--- config.mk ---
export PLATFORM = sky130hd
export DESIGN_NAME = gated_pose_twist_fusion
export DESIGN_NICKNAME = d
export VERILOG_FILES = /design/src/sv/gptf_pkg.sv /design/src/sv/gptf_front.sv /design/src/sv/gptf_back.sv /design/src/sv/gated_pose_twist_fusion.sv
export SDC_FILE = /design/constraint.sdc
export NUM_CORES = 2
export LEC_CHECK = 0
export ABC_AREA = 1
export BUFFER_PORTS_ARGS = -buffer_cell sky130_fd_sc_hd__buf_2
export CAP_MARGIN = 20
export CORE_MARGIN = 5
export CORE_UTILIZATION = 60
export DETAILED_ROUTE_END_ITERATION = 16
export MAX_ROUTING_LAYER = met4
export PLACE_DENSITY_LB_ADDON = 0.15
export SYNTH_ARGS = -nofsm -noshare
export SYNTH_HDL_FRONTEND = slang
export SYNTH_HIERARCHICAL = 1
export SYNTH_SLANG_ARGS = --single-unit
--- constraint.sdc ---
create_clock -name clk -period 35.3 [get_ports clk]
set_input_delay 1.765 -clock clk [delete_from_list [all_inputs] [get_ports clk]]
set_output_delay 1.765 -clock clk [all_outputs]
set_load 0.01 [all_outputs]
--- src/sv/gptf_pkg.sv ---
// ----------------------------------------------------------------------------
// gptf_pkg: shared types and constants
// Types and constants for the gated pose/twist fusion block.
// ----------------------------------------------------------------------------
package gptf_pkg;

  localparam int QUAT_BITS = 18;
  localparam int TOL_BITS  = 23;
  localparam int SRC_BITS  = 3;
  localparam int Q_ONE     = 65536;

  // request kinds
  typedef enum logic [1:0] {
    REQ_LIDAR = 2'd0,
    REQ_GNSS  = 2'd1,
    REQ_CAN   = 2'd2,
    REQ_TICK  = 2'd3
  } req_t;

  // result source codes
  typedef enum logic [2:0] {
    SRC_LIDAR_ONLY = 3'd0,
    SRC_GNSS_ONLY  = 3'd1,
    SRC_AVERAGED   = 3'd2,
    SRC_LIDAR_PICK = 3'd3,
    SRC_GNSS_PICK  = 3'd4
  } src_t;

  // configuration register indexes
  localparam logic CFG_SPEED_TOL = 1'b0;
  localparam logic CFG_YAW_TOL   = 1'b1;

  // back-end sequencer states
  typedef enum logic [2:0] {
    BE_IDLE,
    BE_NORM,
    BE_SQRT,
    BE_DIV,
    BE_OUT
  } be_state_t;

endpackage

--- src/sv/gptf_front.sv ---
// ----------------------------------------------------------------------------
// gptf_front: sample store and tick classification
// Keeps the latest lidar, gnss and CAN samples, checks both sources against
// CAN and forms the job for the back end (copy, pick or average).
// ----------------------------------------------------------------------------
module gptf_front
  import gptf_pkg::*;
#(
  parameter int PB = 32,
  parameter int RB = 24
) (
  input  logic                     clk,
  input  logic                     rst_n,
  input  logic                     in_valid,
  output logic                     in_ready,
  input  logic [1:0]               req,
  input  logic [3*PB-1:0]          pos,
  input  logic [4*QUAT_BITS-1:0]   att,
  input  logic [2*RB-1:0]          mot,
  input  logic [TOL_BITS-1:0]      spd_tol,
  input  logic [TOL_BITS-1:0]      yaw_tol,
  output logic                     job_valid,
  input  logic                     job_ready,
  output logic [3*PB-1:0]          job_pos,
  output logic [4*QUAT_BITS-1:0]   job_att0,
  output logic [4*QUAT_BITS-1:0]   job_att1,
  output logic [2*RB-1:0]          job_mot,
  output logic [SRC_BITS-1:0]      job_src
);

  logic                    lid_pres_r, gns_pres_r;
  logic [3*PB-1:0]         lid_pos_r, gns_pos_r;
  logic [4*QUAT_BITS-1:0]  lid_att_r, gns_att_r;
  logic [2*RB-1:0]         lid_mot_r, gns_mot_r;
  logic [2*RB-1:0]         can_r;
  logic                    jv_r;
  logic [3*PB-1:0]         jpos_r;
  logic [4*QUAT_BITS-1:0]  ja0_r, ja1_r;
  logic [2*RB-1:0]         jmot_r;
  logic [SRC_BITS-1:0]     jsrc_r;
  logic                    acc;
  logic                    lok, gok;
  logic [3*PB-1:0]         avg_pos;
  logic [2*RB-1:0]         avg_mot;
  logic                    emit;
  src_t                    code;

  // tolerance check at full width
  function automatic logic pass_chk(input logic [2*RB-1:0] m,
                                    input logic [2*RB-1:0] c,
                                    input logic [TOL_BITS-1:0] ts,
                                    input logic [TOL_BITS-1:0] ty);
    logic signed [RB:0] ds, dy;
    logic [RB:0] as, ay;
    ds = $signed({m[RB-1], m[RB-1:0]}) - $signed({c[RB-1], c[RB-1:0]});
    dy = $signed({m[2*RB-1], m[2*RB-1:RB]}) - $signed({c[2*RB-1], c[2*RB-1:RB]});
    as = ds[RB] ? (RB+1)'(-ds) : ds;
    ay = dy[RB] ? (RB+1)'(-dy) : dy;
    return ((RB+TOL_BITS+1)'(as) <= (RB+TOL_BITS+1)'(ts)) &&
           ((RB+TOL_BITS+1)'(ay) <= (RB+TOL_BITS+1)'(ty));
  endfunction

  assign in_ready = !jv_r || job_ready;
  assign acc      = in_valid && in_ready;
  assign lok      = pass_chk(lid_mot_r, can_r, spd_tol, yaw_tol);
  assign gok      = pass_chk(gns_mot_r, can_r, spd_tol, yaw_tol);

  // floor averages of position and motion
  always_comb begin
    logic signed [PB:0] sp;
    logic signed [RB:0] sm;
    avg_pos = '0;
    avg_mot = '0;
    for (int i = 0; i < 3; i++) begin
      sp = $signed({lid_pos_r[i*PB+PB-1], lid_pos_r[i*PB +: PB]}) +
           $signed({gns_pos_r[i*PB+PB-1], gns_pos_r[i*PB +: PB]});
      avg_pos[i*PB +: PB] = sp[PB:1];
    end
    for (int i = 0; i < 2; i++) begin
      sm = $signed({lid_mot_r[i*RB+RB-1], lid_mot_r[i*RB +: RB]}) +
           $signed({gns_mot_r[i*RB+RB-1], gns_mot_r[i*RB +: RB]});
      avg_mot[i*RB +: RB] = sm[RB:1];
    end
  end

  // tick classification
  always_comb begin
    emit = lid_pres_r || gns_pres_r;
    if (lid_pres_r && !gns_pres_r) begin
      code = SRC_LIDAR_ONLY;
    end else if (!lid_pres_r) begin
      code = SRC_GNSS_ONLY;
    end else if (lok && gok) begin
      code = SRC_AVERAGED;
    end else if (!lok) begin
      code = SRC_GNSS_PICK;
    end else begin
      code = SRC_LIDAR_PICK;
    end
  end

  // control state
  always_ff @(posedge clk) begin
    if (!rst_n) begin
      lid_pres_r <= 1'b0;
      gns_pres_r <= 1'b0;
      can_r      <= '0;
      jv_r       <= 1'b0;
    end else begin
      if (job_ready) jv_r <= 1'b0;
      if (acc) begin
        case (req_t'(req))
          REQ_LIDAR: lid_pres_r <= 1'b1;
          REQ_GNSS:  gns_pres_r <= 1'b1;
          REQ_CAN:   can_r <= mot;
          REQ_TICK:  jv_r <= emit;
          default:   ;
        endcase
      end
    end
  end

  // sample and job payload
  always_ff @(posedge clk) begin
    if (acc && req_t'(req) == REQ_LIDAR) begin
      lid_pos_r <= pos; lid_att_r <= att; lid_mot_r <= mot;
    end
    if (acc && req_t'(req) == REQ_GNSS) begin
      gns_pos_r <= pos; gns_att_r <= att; gns_mot_r <= mot;
    end
    if (acc && req_t'(req) == REQ_TICK) begin
      jsrc_r <= code;
      case (code)
        SRC_LIDAR_ONLY, SRC_LIDAR_PICK: begin
          jpos_r <= lid_pos_r; ja0_r <= lid_att_r; ja1_r <= '0; jmot_r <= lid_mot_r;
        end
        SRC_AVERAGED: begin
          jpos_r <= avg_pos; ja0_r <= lid_att_r; ja1_r <= gns_att_r; jmot_r <= avg_mot;
        end
        default: begin
          jpos_r <= gns_pos_r; ja0_r <= gns_att_r; ja1_r <= '0; jmot_r <= gns_mot_r;
        end
      endcase
    end
  end

  assign job_valid = jv_r;
  assign job_pos   = jpos_r;
  assign job_att0  = ja0_r;
  assign job_att1  = ja1_r;
  assign job_mot   = jmot_r;
  assign job_src   = jsrc_r;

endmodule

--- src/sv/gptf_back.sv ---
// ----------------------------------------------------------------------------
// gptf_back: quaternion normalization and result register
// Sums the squares one component a cycle, takes an iterative square root,
// then divides each component by restoring division, one bit a cycle.
// ----------------------------------------------------------------------------
module gptf_back
  import gptf_pkg::*;
#(
  parameter int PB = 32,
  parameter int RB = 24
) (
  input  logic                     clk,
  input  logic                     rst_n,
  input  logic                     job_valid,
  output logic                     job_ready,
  input  logic [3*PB-1:0]          job_pos,
  input  logic [4*QUAT_BITS-1:0]   job_att0,
  input  logic [4*QUAT_BITS-1:0]   job_att1,
  input  logic [2*RB-1:0]          job_mot,
  input  logic [SRC_BITS-1:0]      job_src,
  output logic                     res_valid,
  input  logic                     res_ready,
  output logic [3*PB-1:0]          res_pos,
  output logic [4*QUAT_BITS-1:0]   res_att,
  output logic [2*RB-1:0]          res_mot,
  output logic [SRC_BITS-1:0]      res_src
);

  localparam int SB = QUAT_BITS + 1;   // summed component width
  localparam int MB = 2 * SB;          // square width
  localparam int NB = 64;              // square-root operand width
  localparam int LB = 32;              // root width
  localparam int DB = 48;              // dividend width
  localparam logic [5:0] SQ_LAST  = 6'd31;  // last root step
  localparam logic [5:0] DIV_LAST = 6'd49;  // load, 48 steps, write

  be_state_t               st_r, st_nxt;
  logic [SB*4-1:0]         s_r;
  logic [3*PB-1:0]         pos_r;
  logic [2*RB-1:0]         mot_r;
  logic [SRC_BITS-1:0]     src_r;
  logic [4*QUAT_BITS-1:0]  q_r;
  logic [39:0]             n_r;
  logic [NB-1:0]           rad_r;
  logic [LB-1:0]           root_r;
  logic [LB+1:0]           rem_r;
  logic [DB-1:0]           dnd_r;
  logic [5:0]              cnt_r;
  logic [1:0]              idx_r;
  logic                    job_acc, res_acc;
  logic                    copy_job;
  logic signed [SB-1:0]    cur;
  logic [SB-1:0]           cur_abs;
  logic [MB-1:0]           sq;
  logic [39:0]             n_sum;
  logic [LB+3:0]           rt_hi, rt_try;
  logic [LB+1:0]           dv_sh, dv_den;
  logic                    dv_ge;
  logic [QUAT_BITS-1:0]    k_val;

  assign job_acc  = job_valid && job_ready;
  assign res_acc  = res_valid && res_ready;
  assign copy_job = (job_src == SRC_LIDAR_ONLY) || (job_src == SRC_GNSS_ONLY);
  assign cur      = $signed(s_r[idx_r*SB +: SB]);
  assign cur_abs  = cur[SB-1] ? SB'(-cur) : SB'(cur);

  // sum of squares
  assign sq    = MB'(cur_abs) * MB'(cur_abs);
  assign n_sum = n_r + 40'(sq);

  // root step: remainder with next bit pair against 4*root+1
  assign rt_hi  = {rem_r, rad_r[NB-1 -: 2]};
  assign rt_try = (LB+4)'({root_r, 2'b01});

  // division step with rounding: (a<<29 + L) / (2L)
  assign dv_sh  = {rem_r[LB:0], dnd_r[DB-1]};
  assign dv_den = (LB+2)'({root_r, 1'b0});
  assign dv_ge  = dv_sh >= dv_den;

  // quotient clamped to one
  assign k_val = (dnd_r > DB'(Q_ONE)) ? QUAT_BITS'(Q_ONE) : dnd_r[QUAT_BITS-1:0];

  // next state
  always_comb begin
    st_nxt = st_r;
    case (st_r)
      BE_IDLE: if (job_valid) st_nxt = copy_job ? BE_OUT : BE_NORM;
      BE_NORM: if (idx_r == 2'd3) st_nxt = (n_sum == '0) ? BE_OUT : BE_SQRT;
      BE_SQRT: if (cnt_r == SQ_LAST) st_nxt = BE_DIV;
      BE_DIV:  if (cnt_r == DIV_LAST && idx_r == 2'd3) st_nxt = BE_OUT;
      BE_OUT:  if (res_ready) st_nxt = BE_IDLE;
      default: st_nxt = BE_IDLE;
    endcase
  end

  // handshake outputs
  always_comb begin
    job_ready = (st_r == BE_IDLE);
    res_valid = (st_r == BE_OUT);
  end

  always_ff @(posedge clk) begin
    if (!rst_n) st_r <= BE_IDLE;
    else        st_r <= st_nxt;
  end

  // datapath
  always_ff @(posedge clk) begin
    case (st_r)
      BE_IDLE: begin
        if (job_valid) begin
          pos_r <= job_pos; mot_r <= job_mot; src_r <= job_src;
          q_r   <= job_att0;
          for (int i = 0; i < 4; i++)
            s_r[i*SB +: SB] <= SB'($signed(job_att0[i*QUAT_BITS +: QUAT_BITS])) +
                               SB'($signed(job_att1[i*QUAT_BITS +: QUAT_BITS]));
          n_r <= '0; idx_r <= '0; cnt_r <= '0;
        end
      end
      BE_NORM: begin
        n_r   <= n_sum;
        idx_r <= idx_r + 2'd1;
        if (idx_r == 2'd3) begin
          // zero quaternion falls back to identity
          rad_r  <= {n_sum, 24'd0};
          root_r <= '0;
          rem_r  <= '0;
          cnt_r  <= '0;
          q_r    <= {QUAT_BITS'(Q_ONE), {(3*QUAT_BITS){1'b0}}};
        end
      end
      BE_SQRT: begin
        if (rt_hi >= rt_try) begin
          rem_r  <= (LB+2)'(rt_hi - rt_try);
          root_r <= {root_r[LB-2:0], 1'b1};
        end else begin
          rem_r  <= (LB+2)'(rt_hi);
          root_r <= {root_r[LB-2:0], 1'b0};
        end
        rad_r <= {rad_r[NB-3:0], 2'b00};
        cnt_r <= (cnt_r == SQ_LAST) ? '0 : cnt_r + 6'd1;
      end
      BE_DIV: begin
        cnt_r <= (cnt_r == DIV_LAST) ? '0 : cnt_r + 6'd1;
        if (cnt_r == '0) begin
          dnd_r <= (DB'(cur_abs) << 29) + DB'(root_r);
          rem_r <= '0;
        end else if (cnt_r == DIV_LAST) begin
          q_r[idx_r*QUAT_BITS +: QUAT_BITS] <= cur[SB-1] ? QUAT_BITS'(-k_val) : k_val;
          idx_r <= idx_r + 2'd1;
        end else begin
          rem_r <= dv_ge ? dv_sh - dv_den : dv_sh;
          dnd_r <= {dnd_r[DB-2:0], dv_ge};
        end
      end
      default: ;
    endcase
  end

  assign res_pos = pos_r;
  assign res_att = q_r;
  assign res_mot = mot_r;
  assign res_src = src_r;

  // job only taken when idle
  a_job_idle: assert property (@(posedge clk) disable iff (!rst_n)
    job_acc |-> st_r == BE_IDLE) else $error("job taken while busy");
  // result leaves only from output state
  a_res_out: assert property (@(posedge clk) disable iff (!rst_n)
    res_acc |=> st_r == BE_IDLE) else $error("result did not retire");
  // held result stays stable
  a_res_hold: assert property (@(posedge clk) disable iff (!rst_n)
    res_valid && !res_ready |=> $stable(q_r)) else $error("result changed");
  // held result stays valid
  a_res_keep: assert property (@(posedge clk) disable iff (!rst_n)
    res_valid && !res_ready |=> res_valid) else $error("result dropped");

endmodule

--- src/sv/gated_pose_twist_fusion.sv ---
// ----------------------------------------------------------------------------
// gated_pose_twist_fusion: top level
// Samples and ticks enter a front end that stores and classifies them; a
// registered job hand-off feeds the normalization back end. A tick with one
// source is copied through the job register into the result register. With
// both sources the back end sums four squares, takes a bit-serial square
// root (32 steps) and runs four bit-serial divisions (load, 48 steps,
// write); a zero quaternion skips the root and divisions and gives the
// identity. The front keeps accepting samples while the back end works
// until a second tick waits behind the one in progress; a held result
// stalls the back end.
// ----------------------------------------------------------------------------
module gated_pose_twist_fusion
  import gptf_pkg::*;
#(
  parameter int POSITION_BITS = 32,
  parameter int RATE_BITS     = 24
) (
  input  logic clk,
  input  logic rst_n,
  input  logic in_tvalid,
  output logic in_tready,
  // req_type
  input  logic [1:0] in_tuser,
  // pos_x, pos_y, pos_z, quat_x..quat_w, speed_in, yaw_rate_in
  input  logic [((3*POSITION_BITS+4*QUAT_BITS+2*RATE_BITS+7)/8)*8-1:0] in_tdata,
  output logic out_tvalid,
  input  logic out_tready,
  // source_used
  output logic [2:0] out_tuser,
  // fused_x..z, fused_qx..qw, fused_speed, fused_yaw_rate
  output logic [((3*POSITION_BITS+4*QUAT_BITS+2*RATE_BITS+7)/8)*8-1:0] out_tdata,
  input  logic cfg_valid,
  output logic cfg_ready,
  input  logic cfg_index,
  input  logic [TOL_BITS-1:0] cfg_data
);

  localparam int PB = POSITION_BITS;
  localparam int RB = RATE_BITS;
  localparam int QO = 3*PB;
  localparam int MO = 3*PB + 4*QUAT_BITS;
  localparam int DW = ((3*PB+4*QUAT_BITS+2*RB+7)/8)*8;

  logic [TOL_BITS-1:0]     spd_tol_r, yaw_tol_r;
  logic                    jv, jr;
  logic [3*PB-1:0]         jpos, rpos;
  logic [4*QUAT_BITS-1:0]  ja0, ja1, ratt;
  logic [2*RB-1:0]         jmot, rmot;
  logic [SRC_BITS-1:0]     jsrc;

  // tolerance registers
  assign cfg_ready = 1'b1;
  always_ff @(posedge clk) begin
    if (!rst_n) begin
      spd_tol_r <= TOL_BITS'(2048);
      yaw_tol_r <= TOL_BITS'(3277);
    end else if (cfg_valid) begin
      if (cfg_index == CFG_SPEED_TOL) spd_tol_r <= cfg_data;
      else                            yaw_tol_r <= cfg_data;
    end
  end

  gptf_front #(.PB(PB), .RB(RB)) u_front (
    .clk, .rst_n,
    .in_valid(in_tvalid), .in_ready(in_tready), .req(in_tuser),
    .pos(in_tdata[QO-1:0]), .att(in_tdata[MO-1:QO]),
    .mot(in_tdata[MO+2*RB-1:MO]),
    .spd_tol(spd_tol_r), .yaw_tol(yaw_tol_r),
    .job_valid(jv), .job_ready(jr), .job_pos(jpos), .job_att0(ja0),
    .job_att1(ja1), .job_mot(jmot), .job_src(jsrc)
  );

  gptf_back #(.PB(PB), .RB(RB)) u_back (
    .clk, .rst_n,
    .job_valid(jv), .job_ready(jr), .job_pos(jpos), .job_att0(ja0),
    .job_att1(ja1), .job_mot(jmot), .job_src(jsrc),
    .res_valid(out_tvalid), .res_ready(out_tready), .res_pos(rpos),
    .res_att(ratt), .res_mot(rmot), .res_src(out_tuser)
  );

  assign out_tdata = DW'({rmot, ratt, rpos});

endmodule
==> key figures <==
Logic synthesis
  • Share of async-settable or async-resettable flops after synthesis: 0
  • Number of enable-type register cells in the synthesized netlist: ~1200
  • Portion of the post-synthesis area used by sequential elements: 0.4252
  • Primary flip-flop cell chosen by synthesis mapping: edfxtp_1
  • Synthesized flop and latch total: between 1000 and 1500
  • Yosys cell types: 74
  • Cell area after technology mapping: ~91000 um^2
  • Post-synthesis cell count: between 10000 and 15000
  • Synth warnings: 6
  • Post-synthesis area per instance: between 8 and 9 um^2

STA
  • Transition time at the pin with the least slew margin: between 1 and 1.5 ns
  • Final setup vio count: 0
  • Post-route clock skew: 0.06215 ns
  • Clock period minus final worst setup slack: roughly 12 ns
  • Post-route fraction of the period consumed by the critical path: 0.3290
  • RSZ-0062 raised after global routing: false
  • Summed negative setup slack over all endpoints: 0 ns
  • Max transition margin: 0.1570
  • Number of slew-limit violations in the final report: 0
  • Fmax: between 0.08 and 0.09 GHz
  • Fin. Hold Viols: 0

Clock network
  • Sinks on Clock Net: 1320
  • Number of setup buffers added after CTS: 0
  • TritonCTS clock tree: yes
  • Max Buffers Root-to-Sink: 3
  • Clock-pin slew on the worst setup and hold paths: 0.06 ns
  • CTS hold repair buffers: 0
  • Root Buffer Master: clkbuf_16
  • Cts bufs inserted: around 140
  • Number of H-tree branching levels: 4
  • Clock Latency Late Sink: roughly 0.83 ns
  • Number of instances resized during post-cts repair: 0

Run status
  • Result of the run: finished clean

Die
  • I/O pin cnt: 469
  • Standard-cell rows: 142
  • Die X: about 400 um
  • Die area: approximately 160000 um^2
  • Std-Cell Core Area: 150100 um^2
  • Die Height: around 400 um
  • Initial standard-cell utilization of the core: 0.6053

GRT
  • First-pass GRT wire length: 435200 um
  • Vias in the first global route: about 75000
  • Global-route congestion overflow total: 0
  • Overall global routing resource usage: 0.3658
  • Maximum number of pins on one net before global-route repair: 193
  • Number of antenna violations at the first check in global routing: 42

Final layout
  • Commonest non-fill, non-tap cells in the layout: nand2_1 (2458), inv_1 (1563), edfxtp_1 (1220)
  • Final layout net count: about 12000
  • Most common library cell in the layout ignoring fill and taps: nand2_1
  • Count of fill cells added during filler insertion: 12200
  • Area occupied by multi-input gates: about 45000 um^2
  • Area added between synthesis and finish: 9.769%
  • Fraction of final layout cells sized beyond drive strength 1: 0.1002
  • Sequential cell area: 38640 um^2

Drt
  • Via count: ~77000
  • Drt total wl: slightly below 300000 um
  • Via-per-instance ratio: roughly 5.8
  • Post-DRT Antenna Nets: 0
  • DRC viols: 0
  • Drt first-iter violations: roughly 8500
  • Number of detailed-route iterations in the first pass: 9
  • Wire length per cell after detailed routing: about 22 um

Hold path
  • Hold crit path type: register to register
  • Hold Path Depth: 0

Worst setup path
  • Critical setup path kind: register to register
  • Stage delay of the slowest cell on the critical path: roughly 0.71 ns
  • Nature of the critical path endpoint: register
  • Endpoint arrival time on the critical path: 12.32 ns
  • Worst path most repeated cell: fa_1
  • Register-to-register path setup slack: approximately 24 ns
  • Kind of start point of the critical path: register
  • Maximum net fanout on the critical path: 28
  • Slowest stage cell, crit path: clkinv_1
  • Worst R2R Path Depth: 40
  • Required time worst endpoint: ~36 ns

Flow run
  • Number of max-capacitance violations reported: 0

Placement
  • Routability congestion estimate from global placement: roughly 1.0
  • DPL Wire Length: approximately 220000 um
  • Number of buffers inserted by port buffering: between 400 and 500
-- cell type report --
| type | instances | area share |
|---|---|---|
| Multi-Input combinational cell | 7418 | 0.4488 |
| Clock inverter | 85 | 0.01118 |
| Inverter | 1621 | 0.06109 |
| Antenna cell | 43 | 0.001079 |
| Sequential cell | 1320 | 0.3874 |
| Timing Repair Buffer | 516 | 0.02815 |
| Tap cell | 2016 | 0.02529 |
| Clock buffer | 172 | 0.03705 |
-- Yosys cell counts (all sizes together) (4+ instances only) --
cell	number	share of area
a21o	30	0.0025
nand4	247	0.017
o21bai	26	0.0021
o221ai	9	0.00087
dfxtp	100	0.022
a21oi	627	0.036
nand2	2498	0.10
xnor2	65	0.0064
a32o	8	0.00088
o22ai	4	0.00028
a211oi	10	0.00083
nor3b	6	0.00050
o2111ai	9	0.00087
clkinv	11	0.00050
o21a	22	0.0018
and2	10	0.00069
nor4	19	0.0013
buf	159	0.012
xor2	194	0.019
fa	300	0.066
nor2	1072	0.046
edfxtp	1220	0.40
a21boi	18	0.0015
or2	128	0.0088
nand3	753	0.045
o31ai	22	0.0018
ha	583	0.080
o21ai	528	0.029
nor3	84	0.0049
clkbuf	112	0.0046
nand3b	38	0.0032
a31oi	40	0.0028
inv	1610	0.067
a221oi	6	0.00058
o211ai	28	0.0023
-- flip-flops by register name, indices dropped and copies added, names as in the netlist, 76 cells and up --
signal,count
u_front/job_pos,96
u_back/res_pos,96
u_back/s_r,76
u_front/lid_pos_r,96
u_front/gns_pos_r,96
-- worst max-delay path, delay by kind of cell (launching register included) --
family / cells / cell delay [ns]
AO/OA/AOI/OAI: 6 / 1.77
XOR/XNOR: 2 / 0.37
flip-flops: 1 / 0.66
adder cells (fa/ha/maj): 9 / 4.35
AND/OR/NAND/NOR: 15 / 2.27
buffers and inverters: 8 / 2.05
-- worst paths after layout --
check                      startpoint                 end
hold reg to reg   u_front/job_mot[38]  u_back/res_mot[38]
hold / removal    u_front/job_mot[38]  u_back/res_mot[38]
setup reg to reg      u_back/idx_r[1]      u_back/st_r[2]
setup / recovery      u_back/idx_r[1]      u_back/st_r[2]
-- per-layer routing --
layer | up-vias | GRT usage | wire, um
met3 | 692 | 0.07420 | 27020
met1 | 36640 | 0.4586 | 112300
li1 | 36010 | - | -
met2 | 3760 | 0.5824 | 135500
met5 | - | - | 0
met4 | 0 | 0.1558 | 14180
-- through the flow --
stage                     hold WS [ns]  setup WS (ns)  utilization  cells  area [um^2]
after floorplan                 0.4003          11.61            -  10630        90910
after global placement          0.4004          24.01       0.6313  12890        94770
after CTS                       0.4050          23.70       0.6633  13150        99590
final                           0.4070          23.69       0.6644  13190        99750
after global routing            0.4220          22.95       0.6643  13190        99740
after detailed placement        0.4045          23.78       0.6313  12890        94770
-- kinds of logic after synthesis --
family	after synthesis	share of synthesized area
xor gates and xnor gates	259	0.02513
buffers and inverters	1892	0.08381
DFF	1320	0.4252
adders and majority gates	883	0.1464
and+or+nand+nor	4857	0.2330
AOI/OAI and AO/OA	1405	0.08640
other	3	0.0001239
Power is left out: the tool's default activity adds up to more than one toggle a clock period on the data nets, which glitch-free logic cannot reach.
